[config.mk]
export PLATFORM = sky130hd
export DESIGN_NAME = led_color_animation_generator_top
export DESIGN_NICKNAME = d
export VERILOG_FILES = /design/src/design/lcag_pkg.sv /design/src/design/lcag_front.sv /design/src/design/lcag_back.sv /design/src/design/led_color_animation_generator_top.sv
export SDC_FILE = /design/constraint.sdc
export NUM_CORES = 2
export LEC_CHECK = 0
export BUFFER_PORTS_ARGS = -buffer_cell sky130_fd_sc_hd__buf_2
export CAP_MARGIN = 5
export CORE_ASPECT_RATIO = 1.4
export CORE_MARGIN = 2
export CORE_UTILIZATION = 55
export CTS_CLUSTER_DIAMETER = 150
export CTS_CLUSTER_SIZE = 14
export DETAILED_ROUTE_END_ITERATION = 8
export PLACE_DENSITY_LB_ADDON = 0.08
export REMOVE_ABC_BUFFERS = 1
export SYNTH_ARGS = -nofsm -noshare
export SYNTH_HDL_FRONTEND = slang
export SYNTH_HIERARCHICAL = 1
export SYNTH_SLANG_ARGS = --single-unit
[constraint.sdc]
create_clock -name aclk -period 22.3 [get_ports aclk]
set_input_delay 1.115 -clock aclk [delete_from_list [all_inputs] [get_ports aclk]]
set_output_delay 1.115 -clock aclk [all_outputs]
set_load 0.01 [all_outputs]
[src/design/lcag_pkg.sv]
// ----------------------------------------------------------------------------
// lcag_pkg
// Shared types, constants and the sine table for the LED colour sequencer.
// ----------------------------------------------------------------------------
package lcag_pkg;

    // Register indexes on the configuration port
    localparam logic [1:0] REG_BRIGHT = 2'd0;
    localparam logic [1:0] REG_DEBUG  = 2'd1;
    localparam logic [1:0] REG_FPM    = 2'd2;

    // Animation codes
    localparam logic [2:0] MODE_RAINBOW = 3'd0;
    localparam logic [2:0] MODE_BLUE    = 3'd1;
    localparam logic [2:0] MODE_PURPLE  = 3'd2;
    localparam logic [2:0] MODE_FIRE    = 3'd3;
    localparam logic [2:0] MODE_OCEAN   = 3'd4;
    localparam logic [2:0] MODE_CANDY   = 3'd5;

    localparam int NUM_ANIM     = 6;
    localparam int JOBQ_DEPTH   = 2;
    localparam int SINE_ENTRIES = 256;
    localparam int SINE_IW      = $clog2(SINE_ENTRIES);
    localparam int PHASE_W      = 16;

    // Phase increments per frame for each rate, fraction of a turn
    function automatic logic [PHASE_W-1:0] rate_inc(input int hundredths);
        longint num;
        num = (longint'(hundredths) * 113) <<< PHASE_W;
        return PHASE_W'((num + 35500) / 71000);
    endfunction

    // Quarter-wave polynomial, Q1.15
    function automatic logic [15:0] quarter_wave(input longint x);
        longint x2, i, o, v;
        x2 = (x * x) >>> 15;
        i  = 21024 - ((2320 * x2) >>> 15);
        o  = 51472 - ((x2 * i) >>> 15);
        v  = (x * o) >>> 15;
        if (v > 32767) v = 32767;
        return 16'(v);
    endfunction

    // Full sine table entry, used only to build the table
    function automatic logic signed [15:0] sine_entry(input logic [SINE_IW-1:0] k);
        longint q, r, x;
        logic [15:0] v;
        q = (4 * longint'(k)) / SINE_ENTRIES;
        r = 4 * longint'(k) - q * SINE_ENTRIES;
        x = (r * 32768) / SINE_ENTRIES;
        if (q % 2 == 1) x = 32768 - x;
        v = quarter_wave(x);
        return (q >= 2) ? -$signed(v) : $signed(v);
    endfunction

    // Whole table packed into one constant, entry k in bits 16k+15..16k
    function automatic logic [SINE_ENTRIES*16-1:0] build_sine_rom();
        logic [SINE_ENTRIES*16-1:0] rom;
        rom = '0;
        for (int k = 0; k < SINE_ENTRIES; k++)
            rom[k*16 +: 16] = sine_entry(SINE_IW'(k));
        return rom;
    endfunction

    localparam logic [SINE_ENTRIES*16-1:0] SINE_ROM = build_sine_rom();

    // Constant table lookup
    function automatic logic signed [15:0] sine_lookup(input logic [SINE_IW-1:0] k);
        return $signed(SINE_ROM[{k, 4'b0000} +: 16]);
    endfunction

    // Job handed from the front part to the back part
    typedef struct packed {
        logic        dbg;
        logic [2:0]  mode;
        logic [31:0] frame;
        logic [7:0]  bright;
    } job_t;

endpackage

[src/design/lcag_front.sv]
// ----------------------------------------------------------------------------
// lcag_front
// Accepts ticks, holds configuration and counters, queues render jobs.
// ----------------------------------------------------------------------------
module lcag_front
    import lcag_pkg::*;
(
    input  logic        aclk,
    input  logic        aresetn,
    input  logic        s_tvalid,
    output logic        s_tready,
    input  logic [7:0]  s_tdata,
    input  logic        cfg_we,
    input  logic [1:0]  cfg_idx,
    input  logic [31:0] cfg_data,
    output logic [31:0] cfg_rdata,
    input  logic [1:0]  cfg_ridx,
    output logic        job_valid,
    input  logic        job_ready,
    output job_t        job
);
    logic [7:0]  bright_reg;
    logic        dbg_reg;
    logic [15:0] fpm_reg;
    logic [31:0] frame_reg, frame_next;
    logic [15:0] mcnt_reg, mcnt_next;
    logic [2:0]  anim_reg, anim_next;
    logic [15:0] mcnt_inc;
    logic        adv;
    logic        take, pop;
    job_t        job_in;
    job_t        q_reg [JOBQ_DEPTH];
    logic        wr_ptr_reg, rd_ptr_reg;
    logic [1:0]  cnt_reg;

    // Job queue handshake
    assign s_tready  = (cnt_reg != 2'(JOBQ_DEPTH));
    assign take      = s_tvalid && s_tready && s_tdata[0];
    assign job_valid = (cnt_reg != 2'd0);
    assign job       = q_reg[rd_ptr_reg];
    assign pop       = job_valid && job_ready;

    assign mcnt_inc  = mcnt_reg + 16'd1;
    assign adv       = mcnt_inc >= fpm_reg;

    // Job built from post-update counters
    always_comb begin
        job_in.dbg    = dbg_reg;
        job_in.bright = bright_reg;
        job_in.frame  = dbg_reg ? frame_reg : frame_reg + 32'd1;
        job_in.mode   = anim_reg;
        if (!dbg_reg && adv)
            job_in.mode = (anim_reg == 3'(NUM_ANIM - 1)) ? MODE_RAINBOW : anim_reg + 3'd1;
    end

    // Counter next state; a debug write of 1 clears the frame counters
    always_comb begin
        frame_next = frame_reg;
        mcnt_next  = mcnt_reg;
        anim_next  = anim_reg;
        if (take && !dbg_reg) begin
            frame_next = job_in.frame;
            mcnt_next  = adv ? 16'd0 : mcnt_inc;
            anim_next  = job_in.mode;
        end
        if (cfg_we && cfg_idx == REG_DEBUG && cfg_data[0]) begin
            frame_next = '0;
            mcnt_next  = '0;
        end
    end

    always_comb begin
        case (cfg_ridx)
            REG_BRIGHT: cfg_rdata = {24'd0, bright_reg};
            REG_DEBUG:  cfg_rdata = {31'd0, dbg_reg};
            REG_FPM:    cfg_rdata = {16'd0, fpm_reg};
            default:    cfg_rdata = 32'd0;
        endcase
    end

    // Configuration, counter and queue pointer state
    always_ff @(posedge aclk) begin
        if (!aresetn) begin
            bright_reg <= 8'd128;
            dbg_reg    <= 1'b0;
            fpm_reg    <= 16'd600;
            frame_reg  <= '0;
            mcnt_reg   <= '0;
            anim_reg   <= MODE_RAINBOW;
            wr_ptr_reg <= 1'b0;
            rd_ptr_reg <= 1'b0;
            cnt_reg    <= '0;
        end else begin
            frame_reg <= frame_next;
            mcnt_reg  <= mcnt_next;
            anim_reg  <= anim_next;
            if (take) wr_ptr_reg <= ~wr_ptr_reg;
            if (pop)  rd_ptr_reg <= ~rd_ptr_reg;
            cnt_reg <= cnt_reg + {1'b0, take} - {1'b0, pop};
            if (cfg_we) begin
                case (cfg_idx)
                    REG_BRIGHT: bright_reg <= cfg_data[7:0];
                    REG_DEBUG:  dbg_reg    <= cfg_data[0];
                    REG_FPM:    fpm_reg    <= cfg_data[15:0];
                    default:    ;
                endcase
            end
        end
    end

    // Queue storage
    always_ff @(posedge aclk) begin
        if (take) q_reg[wr_ptr_reg] <= job_in;
    end
endmodule

[src/design/lcag_back.sv]
// ----------------------------------------------------------------------------
// lcag_back
// Renders one job: phase, sine lookups, colour choice, brightness scale.
// ----------------------------------------------------------------------------
module lcag_back
    import lcag_pkg::*;
(
    input  logic        aclk,
    input  logic        aresetn,
    input  logic        job_valid,
    output logic        job_ready,
    input  job_t        job,
    output logic        m_tvalid,
    input  logic        m_tready,
    output logic [55:0] m_tdata
);
    typedef enum logic [7:0] {
        S_IDLE  = 8'b00000001,
        S_PHASE = 8'b00000010,
        S_WAVE  = 8'b00000100,
        S_PROD  = 8'b00001000,
        S_TERM  = 8'b00010000,
        S_COL   = 8'b00100000,
        S_SCALE = 8'b01000000,
        S_OUT   = 8'b10000000
    } st_t;

    localparam logic [PHASE_W-1:0] QTR = PHASE_W'(1 << (PHASE_W - 2));

    st_t         st_reg;
    job_t        j_reg;
    logic [PHASE_W-1:0] p1_reg, p2_reg;
    logic signed [15:0] s1_reg, s2_reg;
    logic [15:0] pq_reg;
    logic signed [31:0] prod_reg;
    logic [2:0]  region_reg;
    logic [7:0]  rem_reg;
    logic [15:0] fq_reg;
    logic [6:0]  w_reg;
    logic [7:0]  qv_reg, tv_reg;
    logic [7:0]  r_reg, g_reg, b_reg;
    logic [55:0] out_reg;
    logic [PHASE_W-1:0] inc1, inc2;
    logic [7:0]  h, base;
    logic [2:0]  region;
    logic [7:0]  rem;
    logic [31:0] mag;
    logic [15:0] term;
    logic [7:0]  qv, tv;
    logic [7:0]  rc, gc, bc;
    logic [7:0]  ro, go, bo;

    // Exact x/255 for x up to 255*255
    function automatic logic [7:0] div255(input logic [15:0] x);
        logic [15:0] t;
        t = x + {8'd0, x[15:8]} + 16'd1;
        return t[15:8];
    endfunction

    assign job_ready = (st_reg == S_IDLE);
    assign m_tvalid  = (st_reg == S_OUT);
    assign m_tdata   = out_reg;

    // Rate selection per mode
    always_comb begin
        case (j_reg.mode)
            MODE_BLUE:   inc1 = rate_inc(5);
            MODE_PURPLE: inc1 = rate_inc(4);
            MODE_FIRE:   inc1 = rate_inc(30);
            MODE_OCEAN:  inc1 = rate_inc(6);
            default:     inc1 = rate_inc(3);
        endcase
        inc2 = rate_inc(17);
    end

    // Rainbow hue region by thresholds
    always_comb begin
        h = {j_reg.frame[6:0], 1'b0};
        if (h >= 8'd215) begin
            region = 3'd5; base = 8'd215;
        end else if (h >= 8'd172) begin
            region = 3'd4; base = 8'd172;
        end else if (h >= 8'd129) begin
            region = 3'd3; base = 8'd129;
        end else if (h >= 8'd86) begin
            region = 3'd2; base = 8'd86;
        end else if (h >= 8'd43) begin
            region = 3'd1; base = 8'd43;
        end else begin
            region = 3'd0; base = 8'd0;
        end
        rem = 8'((h - base) * 8'd6);
    end

    // Fire term and rainbow ramps
    always_comb begin
        mag  = prod_reg[31] ? 32'(-prod_reg) : 32'(prod_reg);
        term = 16'((46'(mag[29:0]) * 46'd19661) >> 30);
        qv   = 8'((16'd255 * (16'd255 - ((16'd255 * 16'(rem_reg)) >> 8))) >> 8);
        tv   = 8'((16'd255 * (16'd255 - ((16'd255 * 16'(8'd255 - rem_reg)) >> 8))) >> 8);
    end

    // Colour choice
    always_comb begin
        rc = 8'd0; gc = 8'd0; bc = 8'd0;
        if (j_reg.dbg) begin
            rc = 8'd255; gc = 8'd127;
        end else begin
            case (j_reg.mode)
                MODE_BLUE: begin
                    gc = 8'((24'(pq_reg) * 24'd128) >> 16);
                    bc = 8'((24'(pq_reg) * 24'd255) >> 16);
                end
                MODE_PURPLE: begin
                    rc = 8'((24'(pq_reg) * 24'd200) >> 16);
                    bc = 8'((24'(pq_reg) * 24'd255) >> 16);
                end
                MODE_FIRE: begin
                    rc = 8'((24'(fq_reg) * 24'd255) >> 16);
                    gc = 8'((24'(fq_reg) * 24'd100) >> 16);
                end
                MODE_OCEAN: begin
                    gc = 8'((24'(pq_reg) * 24'd180) >> 16);
                    bc = 8'((24'(pq_reg) * 24'd255) >> 16);
                end
                MODE_CANDY: begin
                    // white*27/100 by reciprocal, white below 100
                    rc = 8'd255;
                    gc = {1'b0, w_reg};
                    bc = 8'd200 + 8'((24'(w_reg) * 24'd141561) >> 19);
                end
                default: begin
                    case (region_reg)
                        3'd0:    begin rc = 8'd255; gc = tv_reg; end
                        3'd1:    begin rc = qv_reg; gc = 8'd255; end
                        3'd2:    begin gc = 8'd255; bc = tv_reg; end
                        3'd3:    begin gc = qv_reg; bc = 8'd255; end
                        3'd4:    begin rc = tv_reg; bc = 8'd255; end
                        default: begin rc = 8'd255; bc = qv_reg; end
                    endcase
                end
            endcase
        end
    end

    // Brightness scale
    always_comb begin
        ro = div255(16'(r_reg) * 16'(j_reg.bright));
        go = div255(16'(g_reg) * 16'(j_reg.bright));
        bo = div255(16'(b_reg) * 16'(j_reg.bright));
    end

    // Render sequencer
    always_ff @(posedge aclk) begin
        if (!aresetn) begin
            st_reg <= S_IDLE;
        end else begin
            unique case (st_reg)
                S_IDLE: if (job_valid) begin
                    j_reg  <= job;
                    st_reg <= S_PHASE;
                end
                S_PHASE: begin
                    p1_reg <= PHASE_W'(j_reg.frame[PHASE_W-1:0] * inc1);
                    p2_reg <= PHASE_W'(j_reg.frame[PHASE_W-1:0] * inc2) + QTR;
                    st_reg <= S_WAVE;
                end
                S_WAVE: begin
                    s1_reg <= sine_lookup(p1_reg[PHASE_W-1 -: SINE_IW]);
                    s2_reg <= sine_lookup(p2_reg[PHASE_W-1 -: SINE_IW]);
                    st_reg <= S_PROD;
                end
                S_PROD: begin
                    // 32768 + s, s never below -32767
                    pq_reg     <= {~s1_reg[15], s1_reg[14:0]};
                    prod_reg   <= s1_reg * s2_reg;
                    region_reg <= region;
                    rem_reg    <= rem;
                    st_reg     <= S_TERM;
                end
                S_TERM: begin
                    fq_reg <= prod_reg[31] ? 16'd45875 - term : 16'd45875 + term;
                    w_reg  <= 7'((24'(pq_reg) * 24'd100) >> 16);
                    qv_reg <= qv;
                    tv_reg <= tv;
                    st_reg <= S_COL;
                end
                S_COL: begin
                    r_reg <= rc; g_reg <= gc; b_reg <= bc;
                    st_reg <= S_SCALE;
                end
                S_SCALE: begin
                    out_reg <= {5'd0, j_reg.mode, go, ro, bo, bo, go, ro};
                    st_reg  <= S_OUT;
                end
                S_OUT: if (m_tready) st_reg <= S_IDLE;
                default: st_reg <= S_IDLE;
            endcase
        end
    end
endmodule

[src/design/led_color_animation_generator_top.sv]
// ----------------------------------------------------------------------------
// led_color_animation_generator_top
// One colour result per frame tick, six cycling animations.
// ----------------------------------------------------------------------------
// Each frame tick of 1 on the input stream yields one colour result. The front
// takes ticks into a two-entry job queue; the renderer works on one job at a
// time and takes it through load, phase, sine lookup, product, fire term,
// colour, brightness scale and output before it loads the next, and it stays
// in output while m_tready is low. Ticks of 0 are taken whenever the queue has
// room and give nothing.
module led_color_animation_generator_top
    import lcag_pkg::*;
(
    input  logic        aclk,
    input  logic        aresetn,
    input  logic        s_tvalid,
    output logic        s_tready,
    input  logic [7:0]  s_tdata,   // [0] frame_tick
    output logic        m_tvalid,
    input  logic        m_tready,
    output logic [55:0] m_tdata,   // red, green, blue, pixel_word, mode_shown
    input  logic        psel,
    input  logic        penable,
    input  logic        pwrite,
    input  logic [3:0]  paddr,
    input  logic [31:0] pwdata,
    output logic [31:0] prdata,
    output logic        pready
);
    logic job_valid, job_ready;
    job_t job;

    assign pready = 1'b1;

    lcag_front u_front (
        .aclk(aclk), .aresetn(aresetn),
        .s_tvalid(s_tvalid), .s_tready(s_tready), .s_tdata(s_tdata),
        .cfg_we(psel && penable && pwrite), .cfg_idx(paddr[3:2]),
        .cfg_data(pwdata), .cfg_rdata(prdata), .cfg_ridx(paddr[3:2]),
        .job_valid(job_valid), .job_ready(job_ready), .job(job)
    );

    lcag_back u_back (
        .aclk(aclk), .aresetn(aresetn),
        .job_valid(job_valid), .job_ready(job_ready), .job(job),
        .m_tvalid(m_tvalid), .m_tready(m_tready), .m_tdata(m_tdata)
    );

    // Result must hold while stalled
    assert property (@(posedge aclk) disable iff (!aresetn)
        m_tvalid && !m_tready |=> m_tvalid && $stable(m_tdata))
        else $error("result dropped or changed while stalled");
    assert property (@(posedge aclk) disable iff (!aresetn)
        m_tvalid |-> m_tdata[50:48] <= MODE_CANDY) else $error("bad mode");
    assert property (@(posedge aclk) pready) else $error("pready low");
endmodule

==> results.md <==
* Leading cell types in the layout, fill and taps excluded: 1437 x inv_1, 999 x ha_1, 904 x fa_1
* Post_cts resized at 0
* First-pass GRT wire length at around 310000 um
* Area growth, synth to finish at 3.84%
* Via Count at 53500
* Worst hold start: u_front/fpm_reg[15]
* Post-detail-place hpwl at roughly 160000 um
* Worst hold path stage count at 2
* Num CTS Buffers at 30
* PortBufs at 94
* CP max stage cell: o21ai_0
* Hold Path End: u_front/fpm_reg[15]
* Fin crit period at between 10 and 15 ns
* Status: complete, no violations
* Commonest non-fill, non-tap cell in the layout: inv_1
* Initial Utilization at between 50% and 60%
* Syn Inst Count at ~7700
* Avg WL per Cell at 21.0 um
* Nets at approximately 9500
* Final wirelength at approximately 190000 um
* Hold_ws at about 0.48 ns
* R2R depth at 32
* DR pass1 iterations at 8
* Share of layout cells above drive strength 1 at 4.27%
* Ports at between 100 and 150
* Chip height at approximately 420 um
* Max_cap viols at 0
* Worst Path Arrival at 10.72 ns
* Clock latency on the worst-skew pair at approximately 0.66 ns
* Avg Vias per Cell at around 5.8
* CP max FO at 12
* Fin Setup TNS at 0 ns
* Root Driver: clkbuf_16
* Die area at between 100000 and 150000 um2
* DR iter-0 viols at roughly 3500
* Class of the worst hold path: flip-flop to flip-flop
* Vias in the first global route at ~56000
* Crit end category: flip-flop
* GRT Total Usage at a little under a third
* Core area at ~120000 um2
* Slew Limit Fails at 0
* Measured slew at the worst slew-check pin at roughly 1.4 ns
* FF-to-FF setup slack at between 10 and 15 ns
* ANT nets after route at 0
* Row count at roughly 150
* Leak Pwr at around 34 nW
* Routability cong. at 1.00
* Worst rel slew slack at a little under 9%
* RSZ-0062 raised after global routing: no
* CP Class: flip-flop to flip-flop
* Final Skew at 0.0226 ns
* Total gr overflow at 0
* Avg Cell Area, Syn at 8.99 um2
* Critical R2R Launch: u_back/prod_reg[5]
* Hold-fix buffers, CTS at 0
* CTS H-tree lvls at 1
* Residual DRC at 0
* Antenna violations before repair at 2
* Final Util at about 58%
* Setup violators final at 0
* Setup ws final at about 12 ns
* Reg2reg end: u_back/fq_reg[14]
* Setup WS pre-CTS at between 10 and 15 ns
* Nature of the critical path startpoint: flip-flop
* Post-Layout Cell Count at 9219
* Pwr Density at 81.2 nW/um2
* Post-CTS setup repair buffer count at 0
* Placed cells at 9161
* Final Hold Vio Count at 0
* Maximum clock insertion buffer count at 3
* Required @ worst endpoint at 22.70 ns
* CTS tree: built
* Largest net degree at the start of global routing at roughly 180
* Synth Warn # at 6
* Clk sinks at around 350
* CP peak stage delay at just under 0.8 ns
* Die Wd at 304 um
* Number of flip-flops in the largest register at 56
* Period utilization at a little under half
* Mapped cell area at ~69000 um2
* Reg clk slew, reported paths at 0.07 ns
* Max Freq at about 97 MHz
* Max rail drop VDD at about 0.00014 V
[worst max path at each step]
| stage | startpoint | to | slack [ns] | cells after the start |
|---|---|---|---|---|
| 6_report | u_back/prod_reg[5] | u_back/fq_reg[14] | 11.98 | 32 |
| 5_1_grt | u_back/prod_reg[5] | u_back/fq_reg[14] | 11.24 | 32 |
| 4_1_cts | u_back/prod_reg[5] | u_back/fq_reg[14] | 11.97 | 32 |
| 3_5_place_dp | u_back/prod_reg[5] | u_back/fq_reg[14] | 11.98 | 32 |
| 3_3_place_gp | u_back/prod_reg[5] | u_back/fq_reg[14] | 12.14 | 32 |
| 2_1_floorplan | u_back/prod_reg[5] | u_back/fq_reg[14] | 13.75 | 32 |
[critical path: cells and delay by family, from the launching register on]
kind,cells,cell delay (ns)
buf+inv,4,0.41
compound gates,11,3.53
fa+ha+maj,8,3.28
xor+xnor,3,0.90
flops,1,0.42
simple gates,6,1.51
[layer usage]
| metal | wire [um] | global-route usage [%] | vias to the layer above |
|---|---|---|---|
| met1 | 75600 | 36.2 | 26400 |
| met2 | 99000 | 55.1 | 1485 |
| met5 | 0 | 0 | - |
| met3 | 8180 | 2.49 | 486 |
| met4 | 11300 | 15.3 | 0 |
| li1 | - | - | 25100 |
[per-stage QoR]
step                      power [mW]  cell area, um2
final                           5.82           71800
after global routing            6.43           71800
after CTS                       5.88           71800
after detailed placement        5.27           70900
after global placement          5.21           70900
after floorplan                 4.16           67700
[final cells by class]
type | count | area (um2)
clock inverters | 3 | 28.8
well taps | 1627 | 2040
clock buffers | 53 | 868
repair buffers | 169 | 1060
fillers | 11400 | 52700
multi-input cells | 5571 | 52500
diodes | 2 | 5.00
inverters | 1442 | 5410
flip-flops and latches | 352 | 9840
[power by group]
part / switching [mW] / total (mW) / internal, mW / leakage [nW]
sequential: 0.0378 / 0.980 / 0.942 / 3.16
combinational: 2.54 / 4.31 / 1.77 / 30.9
clock: 0.276 / 0.539 / 0.264 / 0.431
total: 2.85 / 5.82 / 2.97 / 34.5
No activity file was read; power rests on OpenSTA's default activity.
